<file path="src/rtl/core/dtpt_pkg.sv">
// Package: shared types, codes and constants of the debounced threshold period timer.
package dtpt_pkg;

    localparam int PHASE_WIDTH    = 3;
    localparam int COUNT_WIDTH    = 8;
    localparam int PERIOD_WIDTH   = 32;
    localparam int CFG_DATA_WIDTH = 32;
    localparam int PADDR_WIDTH    = 3;

    localparam int                     THRESHOLD_RESET = 32;
    localparam logic [COUNT_WIDTH-1:0] HITS_RESET      = 8'd5;

    // Register index, taken from paddr[2]
    typedef enum logic [0:0] {
        REG_THRESHOLD    = 1'b0,
        REG_SETTLE_COUNT = 1'b1
    } t_reg_idx;

    typedef enum logic [PHASE_WIDTH-1:0] {
        PH_WAIT_FALL  = 3'd0,
        PH_DEB_FALL   = 3'd1,
        PH_FALL_FOUND = 3'd2,
        PH_WAIT_RISE  = 3'd3,
        PH_DEB_RISE   = 3'd4,
        PH_RISE_FOUND = 3'd5
    } t_phase;

    typedef enum logic [5:0] {
        ST_WAIT_FALL  = 6'b000001,
        ST_DEB_FALL   = 6'b000010,
        ST_FALL_FOUND = 6'b000100,
        ST_WAIT_RISE  = 6'b001000,
        ST_DEB_RISE   = 6'b010000,
        ST_RISE_FOUND = 6'b100000
    } t_state;

    function automatic t_phase state_phase(input t_state st);
        t_phase ph;
        begin
            case (st)
                ST_WAIT_FALL:  ph = PH_WAIT_FALL;
                ST_DEB_FALL:   ph = PH_DEB_FALL;
                ST_FALL_FOUND: ph = PH_FALL_FOUND;
                ST_WAIT_RISE:  ph = PH_WAIT_RISE;
                ST_DEB_RISE:   ph = PH_DEB_RISE;
                ST_RISE_FOUND: ph = PH_RISE_FOUND;
                default:       ph = PH_WAIT_FALL;
            endcase
            return ph;
        end
    endfunction

endpackage

</file>
<file path="src/rtl/core/dtpt_if.sv">
// Stream interfaces: sample beats in, phase and period beats out.
interface dtpt_sample_if #(
    parameter int SAMPLE_WIDTH = 10,
    parameter int TICK_WIDTH   = 32
);
    logic                    valid;
    logic                    ready;
    logic [SAMPLE_WIDTH-1:0] sample;
    logic [TICK_WIDTH-1:0]   tick_now;

    modport source (output valid, output sample, output tick_now, input ready);
    modport sink   (input valid, input sample, input tick_now, output ready);
endinterface

interface dtpt_result_if;
    logic                                valid;
    logic                                ready;
    logic [dtpt_pkg::PHASE_WIDTH-1:0]    phase;
    logic                                period_valid;
    logic [dtpt_pkg::PERIOD_WIDTH-1:0]   period_ticks;

    modport source (output valid, output phase, output period_valid, output period_ticks,
                    input ready);
    modport sink   (input valid, input phase, input period_valid, input period_ticks,
                    output ready);
endinterface

</file>
<file path="src/rtl/core/debounced_threshold_period_timer.sv">
// Top level: debounced threshold-crossing period timer with APB configuration.
//
// Each sample beat is compared with the threshold (below it counts as low) and steps a
// six-state machine: wait for a low sample, debounce the fall over the settle count of
// samples, stamp the fall tick, then the same for the rise. The rise stamp yields the
// period, high time plus low time, modulo 2^TICK_WIDTH and cut or extended to 32 bits.
// Every sample gives exactly one result beat carrying the phase before the step. A sample
// passes the input register, then the result register, and a new sample is taken every
// cycle unless the result side stalls; the state step plus a subtract-and-add on the tick
// marks sits between the two registers. Registers: threshold at byte address 0, settle
// count at 4; write only while idle.
module debounced_threshold_period_timer #(
    parameter int SAMPLE_WIDTH = 10,
    parameter int TICK_WIDTH   = 32
) (
    input  logic                                 i_clk,
    input  logic                                 i_rst_n,
    dtpt_sample_if.sink                          i_sample_ch,
    dtpt_result_if.source                        o_result_ch,
    input  logic                                 psel,
    input  logic                                 penable,
    input  logic                                 pwrite,
    input  logic [dtpt_pkg::PADDR_WIDTH-1:0]     paddr,
    input  logic [dtpt_pkg::CFG_DATA_WIDTH-1:0]  pwdata,
    output logic [dtpt_pkg::CFG_DATA_WIDTH-1:0]  prdata,
    output logic                                 pready
);

    localparam int CW = dtpt_pkg::COUNT_WIDTH;
    localparam int PW = dtpt_pkg::PERIOD_WIDTH;
    localparam int DW = dtpt_pkg::CFG_DATA_WIDTH;

    // configuration
    logic [SAMPLE_WIDTH-1:0] r_threshold;
    logic [CW-1:0]           r_hits;
    logic                    w_cfg_wr;
    dtpt_pkg::t_reg_idx      w_reg_idx;

    // input register
    logic                    r_s1_valid;
    logic [SAMPLE_WIDTH-1:0] r_s1_sample;
    logic [TICK_WIDTH-1:0]   r_s1_tick;

    // machine state
    dtpt_pkg::t_state        r_state, n_state;
    logic [CW-1:0]           r_low_count, n_low_count;
    logic [CW-1:0]           r_high_count, n_high_count;
    logic [TICK_WIDTH-1:0]   r_mark_down, n_mark_down;
    logic [TICK_WIDTH-1:0]   r_mark_up, n_mark_up;
    logic [TICK_WIDTH-1:0]   r_time_up, n_time_up;

    // result register
    logic                              r_out_valid;
    logic [dtpt_pkg::PHASE_WIDTH-1:0]  r_out_phase;
    logic                              r_out_pvalid, n_out_pvalid;
    logic [PW-1:0]                     r_out_period, n_out_period;

    logic                    w_out_free;
    logic                    w_adv;
    logic                    w_is_low;
    logic [CW-1:0]           w_low_inc;
    logic [CW-1:0]           w_high_inc;
    logic [TICK_WIDTH-1:0]   w_period;
    logic [TICK_WIDTH+PW-1:0] w_period_ext;

    // ---------------------------------------------------------------- APB
    assign pready    = 1'b1;
    assign w_cfg_wr  = psel && penable && pwrite;
    assign w_reg_idx = dtpt_pkg::t_reg_idx'(paddr[2]);

    always_comb begin
        prdata = '0;
        case (w_reg_idx)
            dtpt_pkg::REG_THRESHOLD:    prdata = DW'(r_threshold);
            dtpt_pkg::REG_SETTLE_COUNT: prdata = DW'(r_hits);
            default:                    prdata = '0;
        endcase
    end

    always_ff @(posedge i_clk) begin
        if (!i_rst_n) begin
            r_threshold <= SAMPLE_WIDTH'(dtpt_pkg::THRESHOLD_RESET);
            r_hits      <= dtpt_pkg::HITS_RESET;
        end else if (w_cfg_wr) begin
            case (w_reg_idx)
                dtpt_pkg::REG_THRESHOLD:    r_threshold <= pwdata[SAMPLE_WIDTH-1:0];
                dtpt_pkg::REG_SETTLE_COUNT: r_hits      <= pwdata[CW-1:0];
                default: ;
            endcase
        end
    end

    // ---------------------------------------------------------------- handshakes
    assign w_out_free        = !r_out_valid || o_result_ch.ready;
    assign w_adv             = r_s1_valid && w_out_free;
    assign i_sample_ch.ready = !r_s1_valid || w_out_free;

    always_ff @(posedge i_clk) begin
        if (!i_rst_n) begin
            r_s1_valid <= 1'b0;
        end else if (i_sample_ch.ready) begin
            r_s1_valid <= i_sample_ch.valid;
        end
    end

    always_ff @(posedge i_clk) begin
        if (i_sample_ch.valid && i_sample_ch.ready) begin
            r_s1_sample <= i_sample_ch.sample;
            r_s1_tick   <= i_sample_ch.tick_now;
        end
    end

    // ---------------------------------------------------------------- step
    assign w_is_low     = r_s1_sample < r_threshold;
    assign w_low_inc    = r_low_count + CW'(1);
    assign w_high_inc   = r_high_count + CW'(1);
    assign w_period     = (r_s1_tick - r_mark_down) + r_time_up;
    assign w_period_ext = {{PW{1'b0}}, w_period};

    always_comb begin
        n_state      = r_state;
        n_low_count  = r_low_count;
        n_high_count = r_high_count;
        n_mark_down  = r_mark_down;
        n_mark_up    = r_mark_up;
        n_time_up    = r_time_up;
        n_out_pvalid = 1'b0;
        n_out_period = '0;
        case (r_state)
            dtpt_pkg::ST_WAIT_FALL: begin
                if (w_is_low) begin
                    n_state      = dtpt_pkg::ST_DEB_FALL;
                    n_low_count  = CW'(1);
                    n_high_count = '0;
                end
            end
            dtpt_pkg::ST_DEB_FALL: begin
                if (w_is_low) begin
                    n_low_count = w_low_inc;
                    if (w_low_inc >= r_hits) begin
                        n_state = dtpt_pkg::ST_FALL_FOUND;
                    end
                end else begin
                    n_low_count = '0;
                end
            end
            dtpt_pkg::ST_FALL_FOUND: begin
                n_mark_down = r_s1_tick;
                n_time_up   = r_s1_tick - r_mark_up;
                n_state     = dtpt_pkg::ST_WAIT_RISE;
            end
            dtpt_pkg::ST_WAIT_RISE: begin
                if (!w_is_low) begin
                    n_state      = dtpt_pkg::ST_DEB_RISE;
                    n_low_count  = '0;
                    n_high_count = CW'(1);
                end
            end
            dtpt_pkg::ST_DEB_RISE: begin
                if (!w_is_low) begin
                    n_high_count = w_high_inc;
                    if (w_high_inc >= r_hits) begin
                        n_state = dtpt_pkg::ST_RISE_FOUND;
                    end
                end else begin
                    n_high_count = '0;
                end
            end
            dtpt_pkg::ST_RISE_FOUND: begin
                n_mark_up    = r_s1_tick;
                n_out_pvalid = 1'b1;
                n_out_period = w_period_ext[PW-1:0];
                n_state      = dtpt_pkg::ST_WAIT_FALL;
            end
            default: ;
        endcase
    end

    always_ff @(posedge i_clk) begin
        if (!i_rst_n) begin
            r_state      <= dtpt_pkg::ST_WAIT_FALL;
            r_low_count  <= '0;
            r_high_count <= '0;
            r_mark_down  <= '0;
            r_mark_up    <= '0;
            r_time_up    <= '0;
        end else if (w_adv) begin
            r_state      <= n_state;
            r_low_count  <= n_low_count;
            r_high_count <= n_high_count;
            r_mark_down  <= n_mark_down;
            r_mark_up    <= n_mark_up;
            r_time_up    <= n_time_up;
        end
    end

    // ---------------------------------------------------------------- result register
    always_ff @(posedge i_clk) begin
        if (!i_rst_n) begin
            r_out_valid <= 1'b0;
        end else if (w_adv) begin
            r_out_valid <= 1'b1;
        end else if (o_result_ch.ready) begin
            r_out_valid <= 1'b0;
        end
    end

    always_ff @(posedge i_clk) begin
        if (w_adv) begin
            r_out_phase  <= dtpt_pkg::state_phase(r_state);
            r_out_pvalid <= n_out_pvalid;
            r_out_period <= n_out_period;
        end
    end

    assign o_result_ch.valid        = r_out_valid;
    assign o_result_ch.phase        = r_out_phase;
    assign o_result_ch.period_valid = r_out_pvalid;
    assign o_result_ch.period_ticks = r_out_period;

    // ---------------------------------------------------------------- assertions
    a_state_onehot: assert property (@(posedge i_clk) disable iff (!i_rst_n)
        $onehot(r_state))
        else $error("state register lost its one-hot code");

    a_rise_returns: assert property (@(posedge i_clk) disable iff (!i_rst_n)
        (w_adv && r_state == dtpt_pkg::ST_RISE_FOUND) |=> r_state == dtpt_pkg::ST_WAIT_FALL)
        else $error("rise found did not return to wait fall");

    a_period_phase: assert property (@(posedge i_clk) disable iff (!i_rst_n)
        (r_out_valid && r_out_pvalid) |-> r_out_phase == dtpt_pkg::PH_RISE_FOUND)
        else $error("period reported outside rise found");

    a_period_zero: assert property (@(posedge i_clk) disable iff (!i_rst_n)
        (r_out_valid && !r_out_pvalid) |-> r_out_period == '0)
        else $error("period field not cleared without a period");

    a_no_drop: assert property (@(posedge i_clk) disable iff (!i_rst_n)
        (r_out_valid && !o_result_ch.ready) |=> r_out_valid && !$past(w_adv))
        else $error("stalled result beat overwritten or dropped");

endmodule

</file>
<file path="src/flat_wrapper.sv">
// flat-port wrapper written by rule: the top's interface ports become plain ports
module debounced_threshold_period_timer_flat 
#(
    parameter int SAMPLE_WIDTH = 10,
    parameter int TICK_WIDTH   = 32
)
  (i_clk, i_rst_n, psel, penable, pwrite, paddr, pwdata, prdata, pready, i_sample_ch_valid, i_sample_ch_sample, i_sample_ch_tick_now, i_sample_ch_ready, o_result_ch_valid, o_result_ch_phase, o_result_ch_period_valid, o_result_ch_period_ticks, o_result_ch_ready);
  dtpt_sample_if #(.SAMPLE_WIDTH(SAMPLE_WIDTH), .TICK_WIDTH(TICK_WIDTH)) i_sample_ch_i ();
  dtpt_result_if o_result_ch_i ();
  input  logic i_clk;
  input  logic i_rst_n;
  input  logic psel;
  input  logic penable;
  input  logic pwrite;
  input  logic [dtpt_pkg::PADDR_WIDTH-1:0] paddr;
  input  logic [dtpt_pkg::CFG_DATA_WIDTH-1:0] pwdata;
  output logic [dtpt_pkg::CFG_DATA_WIDTH-1:0] prdata;
  output logic pready;
  input wire logic [$bits(i_sample_ch_i.valid)-1:0] i_sample_ch_valid;
  input wire logic [$bits(i_sample_ch_i.sample)-1:0] i_sample_ch_sample;
  input wire logic [$bits(i_sample_ch_i.tick_now)-1:0] i_sample_ch_tick_now;
  output wire logic [$bits(i_sample_ch_i.ready)-1:0] i_sample_ch_ready;
  output wire logic [$bits(o_result_ch_i.valid)-1:0] o_result_ch_valid;
  output wire logic [$bits(o_result_ch_i.phase)-1:0] o_result_ch_phase;
  output wire logic [$bits(o_result_ch_i.period_valid)-1:0] o_result_ch_period_valid;
  output wire logic [$bits(o_result_ch_i.period_ticks)-1:0] o_result_ch_period_ticks;
  input wire logic [$bits(o_result_ch_i.ready)-1:0] o_result_ch_ready;
  assign i_sample_ch_i.valid = i_sample_ch_valid;
  assign i_sample_ch_i.sample = i_sample_ch_sample;
  assign i_sample_ch_i.tick_now = i_sample_ch_tick_now;
  assign i_sample_ch_ready = i_sample_ch_i.ready;
  assign o_result_ch_valid = o_result_ch_i.valid;
  assign o_result_ch_phase = o_result_ch_i.phase;
  assign o_result_ch_period_valid = o_result_ch_i.period_valid;
  assign o_result_ch_period_ticks = o_result_ch_i.period_ticks;
  assign o_result_ch_i.ready = o_result_ch_ready;
  debounced_threshold_period_timer #(.SAMPLE_WIDTH(SAMPLE_WIDTH), .TICK_WIDTH(TICK_WIDTH)) u_core (.i_clk(i_clk), .i_rst_n(i_rst_n), .i_sample_ch(i_sample_ch_i), .o_result_ch(o_result_ch_i), .psel(psel), .penable(penable), .pwrite(pwrite), .paddr(paddr), .pwdata(pwdata), .prdata(prdata), .pready(pready));
endmodule
</file>
<file path="config.mk">
export PLATFORM = sky130hd
export DESIGN_NAME = debounced_threshold_period_timer_flat
export DESIGN_NICKNAME = d
export VERILOG_FILES = /design/src/rtl/core/dtpt_pkg.sv /design/src/rtl/core/dtpt_if.sv /design/src/rtl/core/debounced_threshold_period_timer.sv /design/src/flat_wrapper.sv
export SDC_FILE = /design/constraint.sdc
export NUM_CORES = 1
export LEC_CHECK = 0
export BUFFER_PORTS_ARGS = -buffer_cell sky130_fd_sc_hd__clkbuf_2
export CAP_MARGIN = 20
export CORE_MARGIN = 1.5
export CORE_UTILIZATION = 60
export CTS_CLUSTER_DIAMETER = 30
export DETAILED_ROUTE_END_ITERATION = 6
export PLACE_DENSITY = 0.91
export SLEW_MARGIN = 20
export SYNTH_ARGS = -nofsm -noshare
export SYNTH_HDL_FRONTEND = slang
export SYNTH_SLANG_ARGS = --single-unit
export TNS_END_PERCENT = 50
</file>
<file path="constraint.sdc">
create_clock -name i_clk -period 8.7 [get_ports i_clk]
set_clock_uncertainty 0.2 [all_clocks]
set_input_delay 0 -clock i_clk [delete_from_list [all_inputs] [get_ports i_clk]]
set_output_delay 0 -clock i_clk [all_outputs]
set_load 0.05 [all_outputs]
</file>
==> results.sh <==
export IMPL_synth_area_top_cells="dfxtp_1, edfxtp_1, ha_1, nand2_1, a21oi_1"
export IMPL_fin_crit_ns=4.20
export IMPL_fin_nets=1951
export IMPL_hold_buffers=109
export IMPL_fmax_mhz=238
export IMPL_start_kind="flop"
export IMPL_initial_utilization=0.616
export IMPL_insertion_delay_ns=0.55
export IMPL_fin_crit_sh=0.483
export IMPL_yosysMostFrequentCell="nand2_1"
export IMPL_cts_max_level=2
export IMPL_yosysWarnings=0
export IMPL_drt_initial_drc_count=1265
export IMPL_drc_errors=0
export IMPL_vias_per_cell=5.93
export IMPL_cts_setup_buffers=0
export IMPL_hold_viol_final=0
export IMPL_layout_drive_gt1_share=0.121
export IMPL_cap_violations=0
export IMPL_first_pass_iters=7
export IMPL_die_area_sq_um=22600
export IMPL_gr_total_overflow=0
export IMPL_n_antenna_cell=0
export IMPL_maxSlewViolCount=0
export IMPL_endpoint_kind="flop"
export IMPL_cts_tree="done"
export IMPL_grt_use_total=0.333
export IMPL_antenna_left=0
export IMPL_synth_top_cell_area_share=0.212
export IMPL_synthAdderAreaFrac=0.136
export IMPL_powerDensity_nw_per_um2=203
export IMPL_synth_ff_latch_count=216
export IMPL_place_gp_congestion=0.930
export IMPL_synth_compound_area_frac=0.170
export IMPL_p_leak_nw=6.82
export IMPL_critical_path_max_fanout=4
export IMPL_io_buffers=107
export IMPL_grt_pass1_wl_um=59300
export IMPL_hpwlAfterDp_um=21000
export IMPL_p_total_mw=3.34
export IMPL_syn_inst=1531
export IMPL_async_flop_share=0
export IMPL_antenna_found_initial=0
export IMPL_io_pins=155
export IMPL_cts_sinks=216
export IMPL_yosysSeqAreaShare=0.392
export IMPL_worst_slew_pin_slew_ns=1.01
export IMPL_setup_viol=0
export IMPL_synth_xor_area_share=0.0437
export IMPL_synth_edf_count=78
export IMPL_die_x_um=150
export IMPL_wire_per_inst_um=18.1
export IMPL_ys_flop_type="dfxtp_1"
export IMPL_vias=12205
export IMPL_syn_area_per_cell_sq_um=8.51
export IMPL_grt_max_degree=93
export IMPL_routed_wl_um=37300
export IMPL_vdd_drop_max_uv=190
export IMPL_path_clk_slew_ns=0.04
export IMPL_worst_setup_path_type="flop to flop"
export IMPL_fp_dieH_um=150
export IMPL_syn_to_final_growth_pct=26.0
export IMPL_synth_distinct_cells=79
export IMPL_ys_top_cells_by_count="nand2_1, inv_1, a21oi_1"
export IMPL_fp_row_count=53
export IMPL_synth_top_family_by_area="compound AO/OA/AOI/OAI gates"
export IMPL_grt_setup_unrepaired="false"
export IMPL_clockBufferDepth=3
export IMPL_hp_class="primary input to flop"
export IMPL_cp_arrival_ns=4.27
export IMPL_cts_resized=0
export IMPL_tns_ns=0
export IMPL_grt_pass1_vias=12083
export IMPL_cts_buffers=48
export IMPL_yosys_area_share_simple=0.167
export IMPL_core_sq_um=21200
export IMPL_synthMuxAreaShare=0.00624
export IMPL_synthesis_area_sq_um=13000
export IMPL_required_ns=8.77
export IMPL_cts_root_buf="clkbuf_16"
export IMPL_max_slew_margin_rel=0.324
export IMPL_outcome="finished clean"
export IMPL_yosys_area_top_type="dfxtp_1"
-- layout make-up --
type | instances | area (sq um)
Clock buffer | 63 | 1380
Clock inverter | 26 | 274
Fill cell | 1275 | 4740
Inverter | 190 | 714
Multi-Input combinational cell | 1065 | 6910
Sequential cell | 216 | 5100
Tap cell | 275 | 344
Timing Repair Buffer | 224 | 1690
-- metal layers --
| layer | track usage | up-vias | share of wire |
|---|---|---|---|
| met4 | 0.183 | 0 | 0.058 |
| met2 | 0.575 | 759 | 0.48 |
| li1 | - | 5589 | - |
| met1 | 0.385 | 5646 | 0.37 |
| met3 | 0.0712 | 211 | 0.090 |
| met5 | 0 | - | 0 |
-- state kept, by name, summed over array words and instances, names as in the netlist --
| name | cells |
|---|---|
| u_core.r_hits | 8 |
| u_core.r_state | 6 |
| u_core.r_low_count | 8 |
| u_core.o_result_ch.period_valid | 1 |
| u_core.o_result_ch.phase | 3 |
| u_core.r_s1_sample | 10 |
| u_core.r_s1_tick | 32 |
| u_core.r_threshold | 10 |
| u_core.r_time_up | 32 |
| u_core.r_high_count | 8 |
| u_core.r_s1_valid | 1 |
| u_core.o_result_ch.period_ticks | 32 |
| u_core.o_result_ch.valid | 1 |
| u_core.r_mark_down | 32 |
| u_core.r_mark_up | 32 |
-- final timing paths --
check | start | depth (start not counted) | slack (ns) | to
max | u_core.r_s1_tick[1] | 13 | 4.50 | u_core.o_result_ch.period_ticks[31]
min | i_sample_ch_tick_now[3] | 2 | 0.008 | u_core.r_s1_tick[3]
max reg2reg | u_core.r_s1_tick[1] | 13 | 4.50 | u_core.o_result_ch.period_ticks[31]
min reg2reg | u_core.r_mark_up[25] | 2 | 0.25 | u_core.r_mark_up[25]
-- placed cells by master (no fill, tap or decap), types with 7 or more instances in the layout --
master / instances
fa_1: 32
nand2b_1: 9
clkbuf_1: 7
o21ai_1: 19
or3_1: 9
dlygate4sd3_1: 109
and3_1: 14
ha_1: 90
mux2i_1: 7
nor2_1: 75
nand4_1: 12
a211oi_1: 10
conb_1: 23
o21ai_0: 44
buf_4: 8
nor3_1: 16
edfxtp_1: 78
dfxtp_1: 138
o21a_1: 13
o211ai_1: 11
clkbuf_2: 107
inv_1: 187
xor2_1: 31
a21oi_1: 172
nand3b_1: 8
clkbuf_16: 52
xnor2_1: 34
nor2b_1: 18
a21o_1: 31
nand2_1: 259
nand3_1: 33
-- through the flow --
stage               cells  setup slack, ns   util  hold slack [ns]  cell area, sq um
floorplan            1552             5.11      -           -0.101             13100
global placement     1861             4.79  0.646          -0.0235             13700
detailed placement   1861             4.63  0.646          -0.0214             13700
CTS                  2059             4.62  0.776          0.00398             16400
global route         2059             4.35  0.776          0.00446             16400
finish               2059             4.50  0.776          0.00835             16400
-- critical path: stages, from the launching register on --
cell and delay, ns:
edfxtp_1 0.41, inv_1 0.11, fa_1 0.54, inv_1 0.06
ha_1 0.31, a211oi_1 0.39, o211ai_1 0.23, nand4_1 0.21
a21boi_1 0.20, a221oi_2 0.52, a211oi_1 0.20, o32ai_1 0.35
xnor2_1 0.16, nor2_1 0.05
-- where the power goes --
part | internal (mW) | switching [mW]
combinational | 0.158 | 0.260
clock | 1.24 | 0.591
sequential | 1.07 | 0.0205
-- cells by family (layout without fill, tap and decap cells) --
kind of cell / Yosys count / after routing
AOI/OAI and AO/OA: 363 / 363
xor gates and xnor gates: 65 / 65
muxes: 8 / 8
buffers and inverters: 271 / 503
and+or+nand+nor: 484 / 484
adders and majority gates: 122 / 122
DFF: 216 / 216
other: 2 / 23
Power figures use the tool's default switching activity.
